[config.mk]
export PLATFORM = sky130hd
export DESIGN_NAME = running_standard_deviation_unit
export DESIGN_NICKNAME = d
export VERILOG_FILES = /design/src/hdl/rsd_pkg.sv /design/src/hdl/rsd_core.sv /design/src/hdl/running_standard_deviation_unit.sv
export SDC_FILE = /design/constraint.sdc
export NUM_CORES = 2
export LEC_CHECK = 0
export BUFFER_PORTS_ARGS = -buffer_cell sky130_fd_sc_hd__clkbuf_2
export CAP_MARGIN = 20
export CORE_ASPECT_RATIO = 0.5
export CORE_MARGIN = 4
export CORE_UTILIZATION = 45
export DETAILED_ROUTE_END_ITERATION = 10
export PLACE_DENSITY = 0.68
export SLEW_MARGIN = 15
export SYNTH_ARGS = -nofsm -noshare
export SYNTH_HDL_FRONTEND = slang
export SYNTH_HIERARCHICAL = 1
export SYNTH_SLANG_ARGS = --single-unit
[constraint.sdc]
create_clock -name clk -period 24.6 [get_ports clk]
set_input_delay 6.15 -clock clk [delete_from_list [all_inputs] [get_ports clk]]
set_output_delay 6.15 -clock clk [all_outputs]
set_load 0.01 [all_outputs]
[src/hdl/rsd_pkg.sv]
// ----------------------------------------------------------------------------
// rsd_pkg: shared definitions for the running standard deviation unit
// Constants, iteration counts and the control, status and result types that
// pass between the top level and the statistics core.
// ----------------------------------------------------------------------------
package rsd_pkg;

  localparam int COUNT_LIMIT  = 65535;
  localparam int SAMPLE_WIDTH = 16;

  localparam int IN_WIDTH    = 16;
  localparam int MEAN_WIDTH  = 24;
  localparam int DEV_WIDTH   = 24;
  localparam int COUNT_WIDTH = 16;
  localparam int SUM_WIDTH   = 32;
  localparam int SQ_WIDTH    = 48;

  localparam int MEAN_STEPS = 39;
  localparam int DEV_STEPS  = 48;
  localparam int SQRT_STEPS = 24;

  typedef struct packed {
    logic start;
    logic ack;
  } ctrl_t;

  typedef struct packed {
    logic idle;
    logic done;
  } status_t;

  typedef struct packed {
    logic                   saturated;
    logic [COUNT_WIDTH-1:0] samples_seen;
    logic [DEV_WIDTH-1:0]   deviation_q8;
    logic [MEAN_WIDTH-1:0]  mean_q8;
  } result_t;

endpackage

[src/hdl/rsd_core.sv]
// ----------------------------------------------------------------------------
// rsd_core: accumulators and iterative statistics sequencer
// Holds count, sum and sum of squares, and derives the mean and deviation
// with one shared multiplier and one shared compare-subtract unit.
// ----------------------------------------------------------------------------
module rsd_core (
  input  logic                           clk,
  input  logic                           rst,
  input  rsd_pkg::ctrl_t                 ctrl,
  input  logic [rsd_pkg::IN_WIDTH-1:0]   sample,
  output rsd_pkg::status_t               status,
  output rsd_pkg::result_t               result
);
  import rsd_pkg::*;

  localparam logic [3:0] S_IDLE = 4'd0;
  localparam logic [3:0] S_SQ   = 4'd1;
  localparam logic [3:0] S_ACC  = 4'd2;
  localparam logic [3:0] S_M1   = 4'd3;
  localparam logic [3:0] S_M2   = 4'd4;
  localparam logic [3:0] S_M3   = 4'd5;
  localparam logic [3:0] S_M4   = 4'd6;
  localparam logic [3:0] S_N2   = 4'd7;
  localparam logic [3:0] S_DIVM = 4'd8;
  localparam logic [3:0] S_DIVD = 4'd9;
  localparam logic [3:0] S_SQRT = 4'd10;
  localparam logic [3:0] S_DONE = 4'd11;

  logic [3:0]                  state;
  logic [5:0]                  iter;
  logic signed [IN_WIDTH-1:0]  xs;
  logic                        drop;
  logic [COUNT_WIDTH-1:0]      count;
  logic signed [SUM_WIDTH-1:0] sum;
  logic [SQ_WIDTH-1:0]         sumsq;
  logic [61:0]                 prod;
  logic [61:0]                 s1sq;
  logic [39:0]                 lo;
  logic [61:0]                 d;
  logic [31:0]                 rem;
  logic [47:0]                 dsr;
  logic [47:0]                 quo;
  logic [31:0]                 divisor;
  logic [47:0]                 v;
  logic [47:0]                 root;
  logic [47:0]                 sbit;
  logic [MEAN_WIDTH-1:0]       mean;
  logic [DEV_WIDTH-1:0]        dev;

  logic [IN_WIDTH-1:0]  xbits;
  logic [IN_WIDTH-1:0]  xmag;
  logic [SUM_WIDTH-1:0] sbits;
  logic [30:0]          s1mag;
  logic [30:0]          mul_a;
  logic [30:0]          mul_b;
  logic [61:0]          mul_p;
  logic [32:0]          div_a;
  logic [48:0]          sub_a;
  logic [48:0]          sub_b;
  logic [48:0]          diff;
  logic                 ge;
  logic [31:0]          rem_next;
  logic [47:0]          quo_next;
  logic [47:0]          v_next;
  logic [47:0]          root_next;
  logic [23:0]          mean_mag;

  assign xbits = xs;
  assign xmag  = xs[IN_WIDTH-1] ? (~xbits + 16'd1) : xbits;
  assign sbits = sum;
  assign s1mag = sum[SUM_WIDTH-1] ? 31'(~sbits + 32'd1) : sbits[30:0];

  always_comb begin
    mul_a = '0;
    mul_b = '0;
    unique case (state)
      S_SQ: begin
        mul_a = 31'(xmag);
        mul_b = 31'(xmag);
      end
      S_M1: begin
        mul_a = s1mag;
        mul_b = s1mag;
      end
      S_M2: begin
        mul_a = 31'(count);
        mul_b = 31'(sumsq[23:0]);
      end
      S_M3: begin
        mul_a = 31'(count);
        mul_b = 31'(sumsq[47:24]);
      end
      S_M4: begin
        mul_a = 31'(count);
        mul_b = 31'(count);
      end
      default: begin
        mul_a = '0;
        mul_b = '0;
      end
    endcase
  end

  assign mul_p = mul_a * mul_b;

  assign div_a = {rem, dsr[47]};

  always_comb begin
    if (state == S_SQRT) begin
      sub_a = {1'b0, v};
      sub_b = {1'b0, root + sbit};
    end else begin
      sub_a = {16'd0, div_a};
      sub_b = {17'd0, divisor};
    end
  end

  assign diff      = sub_a - sub_b;
  assign ge        = ~diff[48];
  assign rem_next  = ge ? diff[31:0] : div_a[31:0];
  assign quo_next  = {quo[46:0], ge};
  assign v_next    = ge ? diff[47:0] : v;
  assign root_next = ge ? ((root >> 1) + sbit) : (root >> 1);

  assign mean_mag = quo_next[23:0];

  always_ff @(posedge clk) begin
    if (rst) begin
      state <= S_IDLE;
      count <= '0;
      sum   <= '0;
      sumsq <= '0;
    end else begin
      unique case (state)
        S_IDLE: begin
          if (ctrl.start) begin
            xs    <= IN_WIDTH'(signed'(sample[SAMPLE_WIDTH-1:0]));
            drop  <= (32'(count) >= 32'(COUNT_LIMIT));
            state <= (32'(count) >= 32'(COUNT_LIMIT)) ? S_M1 : S_SQ;
          end
        end
        S_SQ: begin
          prod  <= mul_p;
          state <= S_ACC;
        end
        S_ACC: begin
          count <= count + 16'd1;
          sum   <= sum + SUM_WIDTH'(xs);
          sumsq <= sumsq + SQ_WIDTH'(prod[31:0]);
          state <= S_M1;
        end
        S_M1: begin
          prod  <= mul_p;
          state <= S_M2;
        end
        S_M2: begin
          s1sq  <= prod;
          prod  <= mul_p;
          state <= S_M3;
        end
        S_M3: begin
          lo    <= prod[39:0];
          prod  <= mul_p;
          state <= S_M4;
        end
        S_M4: begin
          d     <= 62'(({prod[39:0], 24'd0}) + 64'(lo) - 64'(s1sq));
          prod  <= mul_p;
          state <= S_N2;
        end
        S_N2: begin
          rem     <= '0;
          dsr     <= {s1mag, 17'd0};
          quo     <= '0;
          divisor <= 32'(count);
          iter    <= 6'(MEAN_STEPS - 1);
          state   <= S_DIVM;
        end
        S_DIVM: begin
          if (iter == '0) begin
            mean    <= sum[SUM_WIDTH-1] ? (~mean_mag + 24'd1) : mean_mag;
            rem     <= {2'b00, d[61:32]};
            dsr     <= {d[31:0], 16'd0};
            quo     <= '0;
            divisor <= prod[31:0];
            iter    <= 6'(DEV_STEPS - 1);
            state   <= S_DIVD;
          end else begin
            rem  <= rem_next;
            dsr  <= {dsr[46:0], 1'b0};
            quo  <= quo_next;
            iter <= iter - 6'd1;
          end
        end
        S_DIVD: begin
          if (iter == '0) begin
            v     <= quo_next;
            root  <= '0;
            sbit  <= 48'd1 << 46;
            iter  <= 6'(SQRT_STEPS - 1);
            state <= S_SQRT;
          end else begin
            rem  <= rem_next;
            dsr  <= {dsr[46:0], 1'b0};
            quo  <= quo_next;
            iter <= iter - 6'd1;
          end
        end
        S_SQRT: begin
          v    <= v_next;
          root <= root_next;
          sbit <= sbit >> 2;
          if (iter == '0) begin
            dev   <= root_next[DEV_WIDTH-1:0];
            state <= S_DONE;
          end else begin
            iter <= iter - 6'd1;
          end
        end
        S_DONE: begin
          if (ctrl.ack) begin
            state <= S_IDLE;
          end
        end
        default: begin
          state <= S_IDLE;
        end
      endcase
    end
  end

  assign status.idle = (state == S_IDLE);
  assign status.done = (state == S_DONE);

  assign result.mean_q8      = mean;
  assign result.deviation_q8 = dev;
  assign result.samples_seen = count;
  assign result.saturated    = drop;

endmodule

[src/hdl/running_standard_deviation_unit.sv]
// ----------------------------------------------------------------------------
// running_standard_deviation_unit: running mean and population deviation
// A sample that arrives at the count limit is not added but still gets a
// result word. A new sample word is taken only while the core is idle, after
// the shared divider (39 and 48 steps) and the 24-step square root, which run
// one after the other, are through with the last one.
// A result word waits in the output register while the next sample is taken.
// Synchronous reset clears the count, the sum and the sum of squares.
// ----------------------------------------------------------------------------
module running_standard_deviation_unit (
  input  logic        clk,
  input  logic        rst,
  input  logic        s_tvalid,
  output logic        s_tready,
  input  logic [15:0] s_tdata,   // sample
  output logic        m_tvalid,
  input  logic        m_tready,
  output logic [63:0] m_tdata,   // mean_q8, deviation_q8, samples_seen
  output logic        m_tuser    // saturated
);
  import rsd_pkg::*;

  ctrl_t   ctrl;
  status_t status;
  result_t result;

  assign s_tready   = status.idle;
  assign ctrl.start = s_tvalid & status.idle;
  assign ctrl.ack   = status.done & (~m_tvalid | m_tready);

  rsd_core u_core (
    .clk    (clk),
    .rst    (rst),
    .ctrl   (ctrl),
    .sample (s_tdata),
    .status (status),
    .result (result)
  );

  always_ff @(posedge clk) begin
    if (rst) begin
      m_tvalid <= 1'b0;
    end else if (ctrl.ack) begin
      m_tvalid <= 1'b1;
    end else if (m_tready) begin
      m_tvalid <= 1'b0;
    end
  end

  always_ff @(posedge clk) begin
    if (ctrl.ack) begin
      m_tdata <= {result.samples_seen, result.deviation_q8, result.mean_q8};
      m_tuser <= result.saturated;
    end
  end

endmodule
==> key figures <==
CTS
  • Post-CTS Hold Buffers: 0
  • Clk_lat worst skew: approximately 0.63 ns
  • CTS tree: yes
  • CTS root buf: clkbuf_16
  • CTS max path bufs: 3
  • Post_cts resized: 0
  • Post-CTS Setup Bufs: 0
  • Total CTS buffers: 76
  • CTS clock-pin slew for the worst setup and hold paths: about 0.060 ns
  • CTS Sinks: 726
  • H-tree depth: 3

Global route
  • GR Overflow Total: 0
  • Largest net degree at the start of global routing: 132
  • GRT Total Usage: 0.268
  • Vias in the first global route: around 56000
  • First-pass GRT wire length: approximately 350 mm
  • Initial antenna violation count: 6

Drt
  • Iteration-0 DRC Markers: 6061
  • Vias/cell: about 5.7
  • DRC Markers: 0
  • Final ANT Viol Nets: 0
  • Routed WL: around 230 mm
  • Via count: ~56000
  • DRT Pass-1 Iters: 8
  • WL/cell: 23.0 um

Finish
  • Final std cells w/o fill: 9838
  • P&R area growth vs syn: 7.60%
  • Fin nets: about 9000
  • Finished Core Util: 0.491
  • Proportion of layout cells with a drive suffix above 1: 0.0595
  • # fillers: 14800

Power
  • LEAKAGE: about 34 nW
  • Tot Pwr: between 4 and 5 mW
  • Peak supply drop: between 0.05 and 0.06 mV
  • PwrDens: about 60 mW/mm^2

Timing
  • Fin. max-slew vios: 0
  • Final setup TNS: 0 ns
  • Hold Slack: roughly 0.40 ns
  • Clock skew: 0.0347 ns
  • Max_slew headroom: 0.125
  • Tcrit/Tclk final: 0.504
  • Crit path time final: approximately 12 ns
  • Peak Freq: slightly above 0.08 GHz
  • Worst-margin pin slew: roughly 1.3 ns
  • Final setup viols: 0
  • Unrepaired setup endpoints after global routing: no
  • Final Hold Fails: 0

Critical path
  • CP Capture Type: flip-flop
  • CP Max Fanout: 24
  • Worst endpoint required time: 24.96 ns
  • Critical Path AT: 12.76 ns
  • Worst path most repeated cell: fa_1
  • WS Path Type: reg2reg
  • Slowest cell delay on critical path: between 0.5 and 0.6 ns
  • Crit-path slowest cell: clkinv_1
  • Worst Setup Start Kind: flip-flop

Placed design
  • Placed instance count: around 9700
  • Port bufs: between 80 and 90
  • Post-DP HPWL: between 150 and 200 mm
  • Routability cong.: ~0.97

Floorplan
  • DIE WIDTH: between 500 and 600 um
  • I/O pin cnt: 87
  • Area of the die: about 0.17 mm^2
  • Area of the core: 0.159 mm^2
  • Initial core utilization: 0.457
  • Die Span Y: between 200 and 300 um
  • Std cell rows: about 100

Synth
  • Mean Syn Cell Area: 9.44 um^2
  • #FFs+latches synth: ~730
  • Synthesized area: about 0.073 mm^2
  • Syn nets: roughly 9100
  • Share of the synthesized area in the top cell type: 0.258
  • Number of enable flip-flop cells after synthesis: around 630
  • Warning count from the yosys run: 6
  • Ys async rst share: 0
  • Top FF cell, synth: edfxtp_1
  • Yosys cell types: 86
  • Cell accounting for the most synthesized area: edfxtp_1
  • Synth top area cells: edfxtp_1 (26%), fa_1 (24%), ha_1 (9.1%)
  • Post-Synthesis Cells: slightly below 8000
  • Sequential-to-total area share from yosys stat: 0.286

Run status
  • Status: finished clean

Run
  • Max cap viols: 0

Worst hold path
  • Hold crit path type: reg2reg
-- layout make-up --
cell class                 count  area, um^2  area share
multi-input combinational   5540       46700       0.598
sequential                   726       20800       0.266
inverter                    1058        3980      0.0509
tap                         2152        2690      0.0345
clock buffer                  97        2060      0.0264
timing repair buffer         213        1410      0.0180
clock inverter                44         480     0.00615
antenna                        8        20.0    0.000256
-- path summary, 6_finish.rpt --
kind | start | endpoint | slack [ns] | cells past startpoint
min reg2reg | u_core/prod[50] | u_core/s1sq[50] | 0.40 | 0
min | u_core/prod[50] | u_core/s1sq[50] | 0.40 | 0
max reg2reg | u_core/sbits[3] | u_core/prod[59] | 12.20 | 35
max | u_core/sbits[3] | u_core/prod[59] | 12.20 | 35
-- where the power goes --
part,total [mW],leakage [nW],switching [mW],internal (mW)
clock,1.18,1.23,0.499,0.685
combinational,1.91,26.7,1.33,0.581
sequential,1.58,6.54,0.127,1.46
total,4.68,34.4,1.96,2.72
-- per-layer routing --
| metal | track usage | share of wire | up-vias |
|---|---|---|---|
| met5 | 0 | 0.000057 | - |
| met4 | 0.0881 | 0.037 | 2 |
| met3 | 0.0778 | 0.12 | 454 |
| met2 | 0.394 | 0.42 | 2832 |
| met1 | 0.379 | 0.43 | 27900 |
| li1 | - | - | 25300 |
-- cells by family after synthesis --
logic type,after synthesis,synth area share
flip-flops,726,0.286
buffers and inverters,1428,0.0742
AO/OA/AOI/OAI,1339,0.116
AND/OR/NAND/NOR,2406,0.146
multiplexers,35,0.00515
XOR/XNOR,376,0.0455
adder cells (fa/ha/maj),1384,0.327
-- flip-flops by register name, indices dropped and copies added (netlist names), 16 cells and up --
name	cells
u_core/v	48
u_core/d	62
m_tdata	64
u_core/prod	62
u_core/sumsq	48
u_core/root	48
u_core/rem	32
u_core/lo	40
u_core/divisor	32
u_core/dev	24
u_core/dsr	32
u_core/sbits	32
u_core/count	16
u_core/quo	47
u_core/xbits	16
u_core/mean	24
u_core/sbit	24
u_core/s1sq	62
-- cells in the mapped netlist, drive strengths merged, types with 16 or more instances --
cell    number
and3        96
o21ai      319
fa         857
nor2b       45
nand2     1069
nor3        69
buf         40
xor2       174
o22ai       22
nand4       56
o21bai      40
dfxtp      101
o31ai       36
a21oi      404
inv       1054
o21a        43
a211oi      30
nor2       689
mux2i       16
o41ai       16
or2         16
ha         527
nand2b      64
or3         41
a21o       158
and2       105
nor4        16
o211ai      16
xnor2      202
a211o       16
a22oi       39
edfxtp     625
or4         17
nand3       88
mux2        19
a31oi       65
clkbuf     330
-- worst max-delay path, delay by kind of cell (launching register included) --
| family | cells | cell delay [ns] |
|---|---|---|
| DFF | 1 | 0.38 |
| and+or+nand+nor | 15 | 3.89 |
| xor gates and xnor gates | 1 | 0.39 |
| AOI/OAI and AO/OA | 4 | 1.29 |
| buffers and inverters | 6 | 1.58 |
| adders and majority gates | 9 | 4.56 |
-- cells in the final DEF (no fill, tap or decap), types with 16 or more instances in the layout --
master,n
nand2_1,1066
inv_1,1048
fa_1,857
nor2_1,676
edfxtp_1,625
ha_1,527
a21oi_1,395
o21ai_0,316
xnor2_1,201
xor2_1,173
a21o_1,158
buf_4,126
and2_1,102
dfxtp_1,100
and3_1,95
nand3_1,88
clkbuf_2,85
clkbuf_16,79
a31oi_1,64
nor3_1,61
nand2b_1,59
nand4_1,56
o21a_1,42
nor2b_1,41
o21bai_1,40
or3_1,39
a22oi_1,39
o31ai_1,34
a211oi_1,30
o22ai_1,22
mux2_2,19
clkbuf_1,16
or2_2,16
o211ai_1,16
mux2i_1,16
a211o_1,16
-- per-stage QoR --
| stage | area (um^2) | worst slack (ns) |
|---|---|---|
| 2_1_floorplan | 72600 | 8.82 |
| 3_3_place_gp | 75600 | 12.58 |
| 3_5_place_dp | 75600 | 12.44 |
| 4_1_cts | 78100 | 12.39 |
| 5_1_grt | 78100 | 11.71 |
| 6_report | 78200 | 12.20 |
Power figures use the tool's default switching activity.
